## src/hdl/fsi_pkg.sv

```systemverilog
// Shared constants, codes and types of the fuzzy speed inference block.
package fsi_pkg;

	localparam int FRAC_BITS_DEF = 8;

	localparam int TEMP_W   = 12;
	localparam int CLOUD_W  = 11;
	localparam int X_W      = 13;
	localparam int OFS_W    = 10;
	localparam int CFG_W    = 8;
	localparam int SPEED_W  = 12;
	localparam int SPD_FRAC = 4;
	localparam int CAT_W    = 2;
	localparam int STR_W    = 9;

	localparam int T_FRZ_LO  = 0 * 16;
	localparam int T_FRZ_HI  = 50 * 16;
	localparam int T_COOL_LO = 30 * 16;
	localparam int T_COOL_PK = 50 * 16;
	localparam int T_COOL_HI = 70 * 16;
	localparam int T_WARM_LO = 50 * 16;
	localparam int T_WARM_PK = 70 * 16;
	localparam int T_WARM_HI = 90 * 16;
	localparam int T_HOT_LO  = 70 * 16;
	localparam int T_HOT_HI  = 110 * 16;
	localparam int C_SUN_LO  = 0 * 16;
	localparam int C_SUN_HI  = 40 * 16;
	localparam int C_CLD_LO  = 20 * 16;
	localparam int C_CLD_PK  = 50 * 16;
	localparam int C_CLD_HI  = 80 * 16;
	localparam int C_OVC_LO  = 60 * 16;
	localparam int C_OVC_HI  = 100 * 16;

	localparam logic [CLOUD_W-1:0] CLOUD_MAX = 11'd1600;

	localparam logic [SPEED_W-1:0] CAT_STOP_MAX = 12'd240;
	localparam logic [SPEED_W-1:0] CAT_SLOW_MAX = 12'd560;
	localparam logic [SPEED_W-1:0] CAT_MED_MAX  = 12'd1200;

	localparam logic [CFG_W-1:0] STOP_SPEED_RST   = 8'd0;
	localparam logic [CFG_W-1:0] SLOW_SPEED_RST   = 8'd25;
	localparam logic [CFG_W-1:0] MEDIUM_SPEED_RST = 8'd50;
	localparam logic [CFG_W-1:0] FAST_SPEED_RST   = 8'd100;

	typedef enum logic [1:0] {
		SHAPE_RISE,
		SHAPE_FALL,
		SHAPE_TRI
	} shape_t;

	typedef enum logic [1:0] {
		REG_STOP   = 2'd0,
		REG_SLOW   = 2'd1,
		REG_MEDIUM = 2'd2,
		REG_FAST   = 2'd3
	} cfg_reg_t;

	typedef enum logic [CAT_W-1:0] {
		CAT_STOP   = 2'd0,
		CAT_SLOW   = 2'd1,
		CAT_MEDIUM = 2'd2,
		CAT_FAST   = 2'd3
	} category_t;

endpackage

```

## src/hdl/fsi_in_if.sv

```systemverilog
// Sample channel: temperature and cloud cover words.
interface fsi_in_if;
	logic                              valid;
	logic                              ready;
	logic signed [fsi_pkg::TEMP_W-1:0] temperature;
	logic [fsi_pkg::CLOUD_W-1:0]       cloud_cover;

	modport source (output valid, output temperature, output cloud_cover, input ready);
	modport sink (input valid, input temperature, input cloud_cover, output ready);
endinterface

```

## src/hdl/fsi_out_if.sv

```systemverilog
// Result channel: speed, category and the four set strengths.
interface fsi_out_if;
	logic                         valid;
	logic                         ready;
	logic [fsi_pkg::SPEED_W-1:0]  speed;
	logic [fsi_pkg::CAT_W-1:0]    category;
	logic [fsi_pkg::STR_W-1:0]    stop_strength;
	logic [fsi_pkg::STR_W-1:0]    slow_strength;
	logic [fsi_pkg::STR_W-1:0]    medium_strength;
	logic [fsi_pkg::STR_W-1:0]    fast_strength;

	modport source (output valid, output speed, output category, output stop_strength,
		output slow_strength, output medium_strength, output fast_strength, input ready);
	modport sink (input valid, input speed, input category, input stop_strength,
		input slow_strength, input medium_strength, input fast_strength, output ready);
endinterface

```

## src/hdl/fsi_cfg_if.sv

```systemverilog
// Configuration write channel: register index and data word.
interface fsi_cfg_if;
	logic                      valid;
	logic                      ready;
	fsi_pkg::cfg_reg_t         index;
	logic [fsi_pkg::CFG_W-1:0] data;

	modport source (output valid, output index, output data, input ready);
	modport sink (input valid, input index, input data, output ready);
endinterface

```

## src/hdl/fsi_member.sv

```systemverilog
// Three-stage membership grade of one fuzzy set: region check, reciprocal multiply, select.
module fsi_member #(
	parameter int              FRAC_BITS = fsi_pkg::FRAC_BITS_DEF,
	parameter fsi_pkg::shape_t SHAPE     = fsi_pkg::SHAPE_TRI,
	parameter int              LO        = 0,
	parameter int              PK        = 1,
	parameter int              HI        = 2
) (
	input  logic                            clk,
	input  logic                            arst_n,
	input  logic [2:0]                      en,
	input  logic signed [fsi_pkg::X_W-1:0]  x,
	output logic [FRAC_BITS:0]              grade
);

	localparam int XW   = fsi_pkg::X_W;
	localparam int OW   = fsi_pkg::OFS_W;
	localparam int DA   = (SHAPE == fsi_pkg::SHAPE_TRI) ? PK - LO : HI - LO;
	localparam int DB   = (SHAPE == fsi_pkg::SHAPE_TRI) ? HI - PK : HI - LO;
	localparam int DMIN = (DA < DB) ? DA : DB;
	localparam int N_W  = OW + FRAC_BITS;
	localparam int K    = 2 * OW + FRAC_BITS;
	localparam int MW   = K + 1 - $clog2(DMIN);
	localparam int P_W  = N_W + MW;
	localparam logic [63:0] M_A = ((64'd1 << K) + 64'(DA) - 64'd1) / 64'(DA);
	localparam logic [63:0] M_B = ((64'd1 << K) + 64'(DB) - 64'd1) / 64'(DB);
	localparam logic signed [XW-1:0] LO_V = XW'(LO);
	localparam logic signed [XW-1:0] PK_V = XW'(PK);
	localparam logic signed [XW-1:0] HI_V = XW'(HI);
	localparam logic [FRAC_BITS:0] ONE = {1'b1, {FRAC_BITS{1'b0}}};

	typedef struct packed {
		logic sat;
		logic full;
		logic hi_side;
	} grade_ctl_t;

	logic                  below_lo;
	logic                  above_hi;
	logic                  at_pk;
	logic                  left_of_pk;
	logic signed [XW:0]    rise_ofs;
	logic signed [XW:0]    fall_ofs;
	logic [XW:0]           ofs;
	grade_ctl_t            ctl;
	grade_ctl_t            ctl_s1;
	grade_ctl_t            ctl_s2;
	logic [OW-1:0]         ofs_s1;
	logic [N_W-1:0]        numer;
	logic [MW-1:0]         recip;
	logic [P_W-1:0]        prod;
	logic [P_W-1:0]        prod_s2;
	logic [FRAC_BITS:0]    grade_s3;

	always_comb begin
		below_lo   = x <= LO_V;
		above_hi   = x >= HI_V;
		at_pk      = x == PK_V;
		left_of_pk = x < PK_V;
		rise_ofs   = {x[XW-1], x} - {LO_V[XW-1], LO_V};
		fall_ofs   = {HI_V[XW-1], HI_V} - {x[XW-1], x};
		unique case (SHAPE)
			fsi_pkg::SHAPE_RISE: begin
				ctl.sat     = below_lo || above_hi;
				ctl.full    = above_hi;
				ctl.hi_side = 1'b0;
				ofs         = rise_ofs;
			end
			fsi_pkg::SHAPE_FALL: begin
				ctl.sat     = below_lo || above_hi;
				ctl.full    = below_lo;
				ctl.hi_side = 1'b0;
				ofs         = fall_ofs;
			end
			default: begin
				ctl.sat     = below_lo || above_hi || at_pk;
				ctl.full    = at_pk && !below_lo && !above_hi;
				ctl.hi_side = !left_of_pk;
				ofs         = left_of_pk ? rise_ofs : fall_ofs;
			end
		endcase
	end

	always_ff @(posedge clk or negedge arst_n) begin
		if (!arst_n) begin
			ctl_s1 <= '0;
			ctl_s2 <= '0;
		end else begin
			if (en[0]) ctl_s1 <= ctl;
			if (en[1]) ctl_s2 <= ctl_s1;
		end
	end

	assign numer = {ofs_s1, {FRAC_BITS{1'b0}}};
	assign recip = ctl_s1.hi_side ? M_B[MW-1:0] : M_A[MW-1:0];
	assign prod  = numer * recip;

	always_ff @(posedge clk) begin
		if (en[0]) ofs_s1 <= ofs[OW-1:0];
		if (en[1]) prod_s2 <= prod;
		if (en[2]) begin
			if (ctl_s2.sat) grade_s3 <= ctl_s2.full ? ONE : '0;
			else grade_s3 <= {1'b0, prod_s2[K +: FRAC_BITS]};
		end
	end

	assign grade = grade_s3;

endmodule

```

## src/hdl/fsi_divider.sv

```systemverilog
// Pipelined restoring divider, one quotient bit per stage, with a side word carried along.
module fsi_divider #(
	parameter int NUM_W = 24,
	parameter int DEN_W = 11,
	parameter int QUO_W = fsi_pkg::SPEED_W,
	parameter int TAG_W = 1
) (
	input  logic              clk,
	input  logic [QUO_W-1:0]  en,
	input  logic [NUM_W-1:0]  num,
	input  logic [DEN_W-1:0]  den,
	input  logic [TAG_W-1:0]  tag,
	output logic [QUO_W-1:0]  quo,
	output logic [TAG_W-1:0]  tag_out
);

	localparam int CW = (NUM_W > DEN_W + QUO_W) ? NUM_W : DEN_W + QUO_W;

	logic [CW-1:0]    rem_s [QUO_W];
	logic [DEN_W-1:0] den_s [QUO_W];
	logic [QUO_W-1:0] quo_s [QUO_W];
	logic [TAG_W-1:0] tag_s [QUO_W];

	for (genvar i = 0; i < QUO_W; i++) begin : g_stage
		logic [CW-1:0]    rem_in;
		logic [DEN_W-1:0] den_in;
		logic [QUO_W-1:0] quo_in;
		logic [TAG_W-1:0] tag_in;
		logic [CW-1:0]    trial;
		logic             fits;

		if (i == 0) begin : g_head
			assign rem_in = CW'(num);
			assign den_in = den;
			assign quo_in = '0;
			assign tag_in = tag;
		end else begin : g_body
			assign rem_in = rem_s[i-1];
			assign den_in = den_s[i-1];
			assign quo_in = quo_s[i-1];
			assign tag_in = tag_s[i-1];
		end

		assign trial = CW'(den_in) << (QUO_W - 1 - i);
		assign fits  = rem_in >= trial;

		always_ff @(posedge clk) begin
			if (en[i]) begin
				rem_s[i] <= fits ? rem_in - trial : rem_in;
				den_s[i] <= den_in;
				quo_s[i] <= {quo_in[QUO_W-2:0], fits};
				tag_s[i] <= tag_in;
			end
		end
	end

	assign quo     = quo_s[QUO_W-1];
	assign tag_out = tag_s[QUO_W-1];

endmodule

```

## src/hdl/fuzzy_two_input_speed_inference_top.sv

```systemverilog
// Fuzzy two-input speed inference: top level with rule stages, weighting and output register.
//
// Takes one temperature/cloud sample per cycle and returns, in the same order, the
// defuzzified speed in sixteenths of km/h, its category and the four set strengths.
// Throughput is one word per cycle when not stalled. From acceptance to the result
// channel a word passes three membership stages (reciprocal multiply), rule
// evaluation, weighting, summing, twelve stages of the pipelined divider (one quotient
// bit each) and the output register. Bubbles collapse on a stall, so the sample channel
// stays ready until every stage holds a word and the result is not taken. Speed
// registers are written through the configuration channel, always ready, and should be
// written only while no sample is in flight.
module fuzzy_two_input_speed_inference_top #(
	parameter int FRAC_BITS = fsi_pkg::FRAC_BITS_DEF
) (
	input  logic     clk,
	input  logic     arst_n,
	fsi_in_if.sink   sample,
	fsi_out_if.source result,
	fsi_cfg_if.sink  cfg
);

	localparam int SW     = FRAC_BITS + 1;
	localparam int CW8    = fsi_pkg::CFG_W;
	localparam int PW     = SW + CW8;
	localparam int NUM_W  = PW + 2;
	localparam int DEN_W  = SW + 2;
	localparam int DIVN_W = NUM_W + fsi_pkg::SPD_FRAC;
	localparam int QW     = fsi_pkg::SPEED_W;
	localparam int STW    = fsi_pkg::STR_W;
	localparam int TAG_W  = 1 + 4 * STW;
	localparam int DEPTH  = 6 + QW;
	localparam int XW     = fsi_pkg::X_W;

	function automatic logic [SW-1:0] fmin(input logic [SW-1:0] a, input logic [SW-1:0] b);
		return (a < b) ? a : b;
	endfunction

	function automatic logic [SW-1:0] fmax(input logic [SW-1:0] a, input logic [SW-1:0] b);
		return (a > b) ? a : b;
	endfunction

	function automatic logic [STW-1:0] to_field(input logic [SW-1:0] s);
		logic [SW+STW-1:0] w;
		w = {{STW{1'b0}}, s};
		return w[STW-1:0];
	endfunction

	logic [CW8-1:0] stop_speed_q;
	logic [CW8-1:0] slow_speed_q;
	logic [CW8-1:0] medium_speed_q;
	logic [CW8-1:0] fast_speed_q;

	logic [DEPTH-1:0] vld_q;
	logic [DEPTH-1:0] en;
	logic             out_en;
	logic             out_vld_q;

	logic signed [XW-1:0]          x_temp;
	logic signed [XW-1:0]          x_cloud;
	logic [fsi_pkg::CLOUD_W-1:0]   cloud_clamped;

	logic [SW-1:0] frz, cool, warm, hot, sun, cld, ovc;

	logic [SW-1:0]    stop_s4, slow_s4, med_s4, fast_s4;
	logic [PW-1:0]    stop_p_s5, slow_p_s5, med_p_s5, fast_p_s5;
	logic [DEN_W-1:0] den_s5;
	logic [4*STW-1:0] str_s5;
	logic [NUM_W-1:0] num_s6;
	logic [DEN_W-1:0] den_s6;
	logic [4*STW-1:0] str_s6;

	logic [QW-1:0]    quo;
	logic [TAG_W-1:0] tag_out;
	logic             den_zero;
	logic [QW-1:0]    speed_c;

	logic [QW-1:0]               speed_q;
	fsi_pkg::category_t          cat_q;
	logic [4*STW-1:0]            str_q;

	// configuration
	assign cfg.ready = 1'b1;

	always_ff @(posedge clk or negedge arst_n) begin
		if (!arst_n) begin
			stop_speed_q   <= fsi_pkg::STOP_SPEED_RST;
			slow_speed_q   <= fsi_pkg::SLOW_SPEED_RST;
			medium_speed_q <= fsi_pkg::MEDIUM_SPEED_RST;
			fast_speed_q   <= fsi_pkg::FAST_SPEED_RST;
		end else if (cfg.valid) begin
			unique case (cfg.index)
				fsi_pkg::REG_STOP:   stop_speed_q   <= cfg.data;
				fsi_pkg::REG_SLOW:   slow_speed_q   <= cfg.data;
				fsi_pkg::REG_MEDIUM: medium_speed_q <= cfg.data;
				fsi_pkg::REG_FAST:   fast_speed_q   <= cfg.data;
				default:             stop_speed_q   <= stop_speed_q;
			endcase
		end
	end

	// stage enables: a stage advances unless it and every stage after it are full and stalled
	assign out_en = !out_vld_q || result.ready;

	always_comb begin
		for (int i = 0; i < DEPTH; i++) begin
			en[i] = out_en || ((vld_q | DEPTH'((64'd1 << i) - 64'd1)) != '1);
		end
	end

	assign sample.ready = en[0];

	always_ff @(posedge clk or negedge arst_n) begin
		if (!arst_n) begin
			vld_q     <= '0;
			out_vld_q <= 1'b0;
		end else begin
			if (en[0]) vld_q[0] <= sample.valid;
			for (int i = 1; i < DEPTH; i++) begin
				if (en[i]) vld_q[i] <= vld_q[i-1];
			end
			if (out_en) out_vld_q <= vld_q[DEPTH-1];
		end
	end

	// input conditioning
	assign cloud_clamped = (sample.cloud_cover > fsi_pkg::CLOUD_MAX) ?
		fsi_pkg::CLOUD_MAX : sample.cloud_cover;
	assign x_temp  = {sample.temperature[fsi_pkg::TEMP_W-1], sample.temperature};
	assign x_cloud = {2'b00, cloud_clamped};

	// membership grades, stages 1 to 3
	fsi_member #(.FRAC_BITS(FRAC_BITS), .SHAPE(fsi_pkg::SHAPE_FALL),
		.LO(fsi_pkg::T_FRZ_LO), .PK(fsi_pkg::T_FRZ_LO), .HI(fsi_pkg::T_FRZ_HI))
	u_frz (.clk(clk), .arst_n(arst_n), .en(en[2:0]), .x(x_temp), .grade(frz));

	fsi_member #(.FRAC_BITS(FRAC_BITS), .SHAPE(fsi_pkg::SHAPE_TRI),
		.LO(fsi_pkg::T_COOL_LO), .PK(fsi_pkg::T_COOL_PK), .HI(fsi_pkg::T_COOL_HI))
	u_cool (.clk(clk), .arst_n(arst_n), .en(en[2:0]), .x(x_temp), .grade(cool));

	fsi_member #(.FRAC_BITS(FRAC_BITS), .SHAPE(fsi_pkg::SHAPE_TRI),
		.LO(fsi_pkg::T_WARM_LO), .PK(fsi_pkg::T_WARM_PK), .HI(fsi_pkg::T_WARM_HI))
	u_warm (.clk(clk), .arst_n(arst_n), .en(en[2:0]), .x(x_temp), .grade(warm));

	fsi_member #(.FRAC_BITS(FRAC_BITS), .SHAPE(fsi_pkg::SHAPE_RISE),
		.LO(fsi_pkg::T_HOT_LO), .PK(fsi_pkg::T_HOT_HI), .HI(fsi_pkg::T_HOT_HI))
	u_hot (.clk(clk), .arst_n(arst_n), .en(en[2:0]), .x(x_temp), .grade(hot));

	fsi_member #(.FRAC_BITS(FRAC_BITS), .SHAPE(fsi_pkg::SHAPE_FALL),
		.LO(fsi_pkg::C_SUN_LO), .PK(fsi_pkg::C_SUN_LO), .HI(fsi_pkg::C_SUN_HI))
	u_sun (.clk(clk), .arst_n(arst_n), .en(en[2:0]), .x(x_cloud), .grade(sun));

	fsi_member #(.FRAC_BITS(FRAC_BITS), .SHAPE(fsi_pkg::SHAPE_TRI),
		.LO(fsi_pkg::C_CLD_LO), .PK(fsi_pkg::C_CLD_PK), .HI(fsi_pkg::C_CLD_HI))
	u_cld (.clk(clk), .arst_n(arst_n), .en(en[2:0]), .x(x_cloud), .grade(cld));

	fsi_member #(.FRAC_BITS(FRAC_BITS), .SHAPE(fsi_pkg::SHAPE_RISE),
		.LO(fsi_pkg::C_OVC_LO), .PK(fsi_pkg::C_OVC_HI), .HI(fsi_pkg::C_OVC_HI))
	u_ovc (.clk(clk), .arst_n(arst_n), .en(en[2:0]), .x(x_cloud), .grade(ovc));

	// rules, weighting and sums, stages 4 to 6
	always_ff @(posedge clk) begin
		if (en[3]) begin
			slow_s4 <= fmax(fmax(fmin(frz, sun), fmin(cool, sun)),
				fmax(fmin(cool, cld), fmin(cool, ovc)));
			med_s4  <= fmax(fmax(fmin(warm, sun), fmin(warm, cld)), fmin(warm, ovc));
			fast_s4 <= fmax(fmax(fmin(hot, sun), fmin(hot, cld)), fmin(hot, ovc));
			stop_s4 <= fmax(fmin(frz, cld), fmin(frz, ovc));
		end
		if (en[4]) begin
			stop_p_s5 <= PW'(stop_s4) * PW'(stop_speed_q);
			slow_p_s5 <= PW'(slow_s4) * PW'(slow_speed_q);
			med_p_s5  <= PW'(med_s4) * PW'(medium_speed_q);
			fast_p_s5 <= PW'(fast_s4) * PW'(fast_speed_q);
			den_s5    <= DEN_W'(stop_s4) + DEN_W'(slow_s4) + DEN_W'(med_s4)
				+ DEN_W'(fast_s4);
			str_s5    <= {to_field(stop_s4), to_field(slow_s4), to_field(med_s4),
				to_field(fast_s4)};
		end
		if (en[5]) begin
			num_s6 <= NUM_W'(stop_p_s5) + NUM_W'(slow_p_s5) + NUM_W'(med_p_s5)
				+ NUM_W'(fast_p_s5);
			den_s6 <= den_s5;
			str_s6 <= str_s5;
		end
	end

	// division, stages 7 to 18
	fsi_divider #(.NUM_W(DIVN_W), .DEN_W(DEN_W), .QUO_W(QW), .TAG_W(TAG_W)) u_div (
		.clk     (clk),
		.en      (en[DEPTH-1:6]),
		.num     ({num_s6, {fsi_pkg::SPD_FRAC{1'b0}}}),
		.den     (den_s6),
		.tag     ({den_s6 == '0, str_s6}),
		.quo     (quo),
		.tag_out (tag_out)
	);

	assign den_zero = tag_out[TAG_W-1];
	assign speed_c  = den_zero ? '0 : quo;

	// output register
	always_ff @(posedge clk) begin
		if (out_en) begin
			speed_q <= speed_c;
			str_q   <= tag_out[4*STW-1:0];
			if (speed_c <= fsi_pkg::CAT_STOP_MAX) cat_q <= fsi_pkg::CAT_STOP;
			else if (speed_c <= fsi_pkg::CAT_SLOW_MAX) cat_q <= fsi_pkg::CAT_SLOW;
			else if (speed_c <= fsi_pkg::CAT_MED_MAX) cat_q <= fsi_pkg::CAT_MEDIUM;
			else cat_q <= fsi_pkg::CAT_FAST;
		end
	end

	assign result.valid           = out_vld_q;
	assign result.speed           = speed_q;
	assign result.category        = cat_q;
	assign result.stop_strength   = str_q[4*STW-1:3*STW];
	assign result.slow_strength   = str_q[3*STW-1:2*STW];
	assign result.medium_strength = str_q[2*STW-1:STW];
	assign result.fast_strength   = str_q[STW-1:0];

	a_cat_band: assert property (@(posedge clk) disable iff (!arst_n)
		result.valid |->
			((result.speed <= fsi_pkg::CAT_STOP_MAX) == (result.category == fsi_pkg::CAT_STOP))
			&& ((result.speed > fsi_pkg::CAT_MED_MAX) == (result.category == fsi_pkg::CAT_FAST)))
		else $error("category does not match speed band");

	a_no_rule_zero: assert property (@(posedge clk) disable iff (!arst_n)
		(FRAC_BITS <= 8) && result.valid && (result.stop_strength == '0)
			&& (result.slow_strength == '0) && (result.medium_strength == '0)
			&& (result.fast_strength == '0) |-> result.speed == '0)
		else $error("nonzero speed with no rule firing");

	a_stall_only_full: assert property (@(posedge clk) disable iff (!arst_n)
		!sample.ready |-> result.valid && !result.ready && (vld_q == '1))
		else $error("sample channel held off with room in the pipeline");

endmodule
```

## src/flat_wrapper.sv

```systemverilog
// flat-port wrapper written by rule: the top's interface ports become plain ports
module fuzzy_two_input_speed_inference_top_flat 
#(
	parameter int FRAC_BITS = fsi_pkg::FRAC_BITS_DEF
)
  (clk, arst_n, sample_valid, sample_temperature, sample_cloud_cover, sample_ready, result_valid, result_speed, result_category, result_stop_strength, result_slow_strength, result_medium_strength, result_fast_strength, result_ready, cfg_valid, cfg_index, cfg_data, cfg_ready);
  fsi_in_if sample_i ();
  fsi_out_if result_i ();
  fsi_cfg_if cfg_i ();
  input  logic clk;
  input  logic arst_n;
  input wire logic [$bits(sample_i.valid)-1:0] sample_valid;
  input wire logic [$bits(sample_i.temperature)-1:0] sample_temperature;
  input wire logic [$bits(sample_i.cloud_cover)-1:0] sample_cloud_cover;
  output wire logic [$bits(sample_i.ready)-1:0] sample_ready;
  output wire logic [$bits(result_i.valid)-1:0] result_valid;
  output wire logic [$bits(result_i.speed)-1:0] result_speed;
  output wire logic [$bits(result_i.category)-1:0] result_category;
  output wire logic [$bits(result_i.stop_strength)-1:0] result_stop_strength;
  output wire logic [$bits(result_i.slow_strength)-1:0] result_slow_strength;
  output wire logic [$bits(result_i.medium_strength)-1:0] result_medium_strength;
  output wire logic [$bits(result_i.fast_strength)-1:0] result_fast_strength;
  input wire logic [$bits(result_i.ready)-1:0] result_ready;
  input wire logic [$bits(cfg_i.valid)-1:0] cfg_valid;
  input wire logic [$bits(cfg_i.index)-1:0] cfg_index;
  input wire logic [$bits(cfg_i.data)-1:0] cfg_data;
  output wire logic [$bits(cfg_i.ready)-1:0] cfg_ready;
  assign sample_i.valid = sample_valid;
  assign sample_i.temperature = sample_temperature;
  assign sample_i.cloud_cover = sample_cloud_cover;
  assign sample_ready = sample_i.ready;
  assign result_valid = result_i.valid;
  assign result_speed = result_i.speed;
  assign result_category = result_i.category;
  assign result_stop_strength = result_i.stop_strength;
  assign result_slow_strength = result_i.slow_strength;
  assign result_medium_strength = result_i.medium_strength;
  assign result_fast_strength = result_i.fast_strength;
  assign result_i.ready = result_ready;
  assign cfg_i.valid = cfg_valid;
  assign cfg_i.index = cfg_index;
  assign cfg_i.data = cfg_data;
  assign cfg_ready = cfg_i.ready;
  fuzzy_two_input_speed_inference_top #(.FRAC_BITS(FRAC_BITS)) u_core (.clk(clk), .arst_n(arst_n), .sample(sample_i), .result(result_i), .cfg(cfg_i));
endmodule
```

## config.mk

```make
export PLATFORM = sky130hd
export DESIGN_NAME = fuzzy_two_input_speed_inference_top_flat
export DESIGN_NICKNAME = d
export VERILOG_FILES = /design/src/hdl/fsi_pkg.sv /design/src/hdl/fsi_in_if.sv /design/src/hdl/fsi_out_if.sv /design/src/hdl/fsi_cfg_if.sv /design/src/hdl/fsi_member.sv /design/src/hdl/fsi_divider.sv /design/src/hdl/fuzzy_two_input_speed_inference_top.sv /design/src/flat_wrapper.sv
export SDC_FILE = /design/constraint.sdc
export NUM_CORES = 2
export LEC_CHECK = 0
export ABC_CLOCK_PERIOD_IN_PS = 8100
export BUFFER_PORTS_ARGS = -buffer_cell sky130_fd_sc_hd__buf_2
export CORE_MARGIN = 5
export CORE_UTILIZATION = 37
export CTS_BUF_LIST = sky130_fd_sc_hd__clkbuf_4
export DETAILED_ROUTE_END_ITERATION = 6
export PLACE_DENSITY = 0.49
export SETUP_SLACK_MARGIN = 0.3
export SYNTH_ARGS = -nofsm -noshare
export SYNTH_HDL_FRONTEND = slang
export SYNTH_SLANG_ARGS = --single-unit
```

## constraint.sdc

```tcl
create_clock -name clk -period 8.1 [get_ports clk]
set_input_delay 0.81 -clock clk [delete_from_list [all_inputs] [get_ports clk]]
set_output_delay 0.81 -clock clk [all_outputs]
set_load 0.05 [all_outputs]
```

==> impl_metrics.json <==
{
  "final.setup.tns_ns": 0,
  "cpMostUsedCell": "o21a_1",
  "crit_path_end_kind": "flop",
  "critical_path_class": "flop to flop",
  "max_freq_mhz": 138,
  "final_layout_size_suffix_gt1_frac": 0.125,
  "clockBufferDepth": 4,
  "synth.largest_area_cell": "edfxtp_1",
  "vias": 50009,
  "status": "complete, no violations",
  "final_cells": 10471,
  "setup_viol": 0,
  "rsz0062_at_grt": "no",
  "synth_flop_cell": "edfxtp_1",
  "clk_pin_slew_worst_paths_ns": 0.07,
  "maxSlewHeadroom": 0.204,
  "setup_ws_ns": 0.828,
  "p_leak_nw": 42.5,
  "crit_path_start": "u_core.u_ovc.grade[1]$_SDFFCE_PP0P_",
  "synthArstFlopShare": 0.0569,
  "synth.most_common_cell": "edfxtp_1",
  "finalWeightedCongestion": 0.859,
  "start_util": 0.371,
  "wire_per_inst_um": 17.6,
  "antenna_found_initial": 12,
  "io_buffers": 89,
  "synthTopCellsByCount": "edfxtp_1, inv_1, ha_1",
  "num_rows": 175,
  "die_w_um": 487,
  "cts_setup_buffers": 0,
  "netlist_area_mm2": 0.0842,
  "remaining_drc_errors": 0,
  "maxCapViolations": 0,
  "worstMarginPinSlew_ns": 1.19,
  "nets": 8631,
  "slowest_delay_ns": 0.58,
  "period_share": 0.898,
  "ir_worst_vdd_v": 0.000300,
  "finalWirelength_mm": 184,
  "yosysWarnings": 0,
  "via_per_inst": 4.78,
  "min_path_type": "input pin to flop",
  "dr.pass1.iters": 7,
  "dp_hpwl_mm": 141,
  "crit_end": "u_core.slow_s4[2]$_DFFE_PP_",
  "cts_root_buf": "clkbuf_4",
  "placedCellCount": 9775,
  "cp_slowest_cell": "o41a_1",
  "grt_max_degree": 83,
  "reg2reg_from": "u_core.u_ovc.grade[1]$_SDFFCE_PP0P_",
  "num_io_pins": 91,
  "final_antenna_net_count": 0,
  "report.final.slew_viol_count": 0,
  "drt_iter0_markers": 2182,
  "syn_inst": 6722,
  "synth_edf_count": 1309,
  "fin_skew_ns": 0.135,
  "cts_tree": "built",
  "min_period_ns": 7.27,
  "synth_fp_nets": 8150,
  "cp.required_ns": 9.19,
  "grt_pass1_wl_mm": 295,
  "report.final.hold_viol_count": 0,
  "p_per_area_mw_per_mm2": 426,
  "post-place-ws_ns": 0.833,
  "grt_pass1_vias": 53043,
  "synthTopCellsByArea": "edfxtp_1, ha_1, fa_1",
  "insertion_delay_ns": 1.31,
  "numCtsBuffers": 386,
  "ys_ff_latch": 1388,
  "r2r_end": "u_core.slow_s4[2]$_DFFE_PP_",
  "worst_r2r_path_depth": 31,
  "synth_top_area_share": 0.467,
  "die-area_mm2": 0.237,
  "ys_seq_area_frac": 0.491,
  "worst-path-max-fanout": 9,
  "critPathArrivalTime_ns": 8.36,
  "syn_to_final_growth_pct": 11.2,
  "cts_sinks": 1388,
  "grtUsageTotal": 0.158,
  "start_kind": "flop",
  "syn_area_per_cell_um2": 12.5,
  "htree_levels": 5,
  "overflow": 0,
  "rrSetupSlack_ns": 0.83,
  "design.core.area_mm2": 0.227,
  "synth.distinct_cells": 91,
  "dieHeight_um": 487
}
==> what timing repair did <==
item | 4_1_cts | 5_1_grt
hold buffers | 49 | 0
hold endpoints to repair | 133 | 0
gates resized for setup | 0 | 0
==> worst max-delay path, delay by kind of cell (launching register included) <==
family	cells	cell delay [ns]
buffers and inverters	2	0.41
AND/OR/NAND/NOR	3	0.34
multiplexers	3	0.90
adder cells (fa/ha/maj)	3	0.89
flip-flops	1	0.49
AO/OA/AOI/OAI	20	4.05
==> placed cells by master (no fill, tap or decap), drive strengths merged, types with 176 or more instances in the layout <==
master and instances:
a21oi 201, fa 435, nand2 375, and2 177
clkbuf 561, ha 955, edfxtp 1309, xnor2 176
o21ai 227, nor2 278, inv 1027
==> final cells by class <==
type,instances,area [um^2]
Tap cell,3009,3760
Multi-Input combinational cell,4207,38700
Clock inverter,79,405
Fill cell,21564,133000
Clock buffer,561,4210
Timing Repair Buffer,193,1360
Sequential cell,1388,41300
Antenna cell,7,17.5
Inverter,1027,3860
==> layer usage <==
metal	vias up	routed length, um	GRT usage	part of all wire
met5	-	40	0	0.00022
met4	4	3900	0.0439	0.021
met3	274	6210	0.0261	0.034
met2	784	90300	0.273	0.49
met1	24263	83700	0.206	0.45
li1	24684	-	-	-
==> state kept, by name, summed over array words and instances, names as in the netlist, 19 cells and up <==
register	count
u_core.u_div.quo_s	78
u_core.str_q	36
u_core.u_div.rem_s	215
u_core.str_s6	36
u_core.u_div.den_s	121
u_core.str_s5	36
u_core.num_s6	19
u_core.u_div.tag_s	444
==> metrics by stage <==
step / hold WS [ns] / total power [mW] / util / instance area (um^2)
finish: 0.316 / 39.9 / 0.413 / 93600
global route: 0.158 / 44.0 / 0.413 / 93600
CTS: 0.0933 / 40.6 / 0.413 / 93600
detailed placement: 0.405 / 34.1 / 0.390 / 88500
global placement: 0.401 / 33.9 / 0.390 / 88500
floorplan: 0.400 / 28.5 / - / 84200
==> worst min path at each step <==
stage	endpoint	slack, ns	start	cells after the start
after global placement	u_core.u_div.quo_s[2][29]$_DFFE_PP_	0.40	u_core.u_div.quo_s[2][16]$_DFFE_PP_	0
after CTS	u_core.u_hot.ofs_s1[1]$_DFFE_PP_	0.09	sample_temperature[1]	2
after global routing	u_core.u_hot.ofs_s1[1]$_DFFE_PP_	0.16	sample_temperature[1]	2
after detailed placement	u_core.u_div.quo_s[1][2]$_DFFE_PP_	0.40	u_core.u_div.quo_s[0][37]$_DFFE_PP_	0
after floorplan	u_core.den_s6[0]$_DFFE_PP_	0.40	u_core.den_s5[0]$_DFFE_PP_	0
final	u_core.u_hot.ofs_s1[1]$_DFFE_PP_	0.32	sample_temperature[1]	2
==> report_power, final <==
group | total, mW | internal, mW | leakage (nW) | switching [mW]
clock | 6.05 | 3.23 | 2.79 | 2.81
sequential | 13.5 | 11.9 | 15.3 | 1.65
combinational | 20.3 | 8.95 | 24.4 | 11.3
total | 39.9 | 24.1 | 42.5 | 15.8
==> cell families (layout without fill, tap and decap cells) <==
kind of cell	count (synthesis)	after routing	synth area share
buf+inv	1127	1860	0.0507
other cells	1	8	0.0000446
mux	265	265	0.0333
simple gates	1408	1408	0.0842
flops	1388	1388	0.491
fa+ha+maj	1390	1390	0.245
xor+xnor	279	279	0.0290
compound gates	864	864	0.0667
Note: power is estimated with default switching activity, not from simulation.
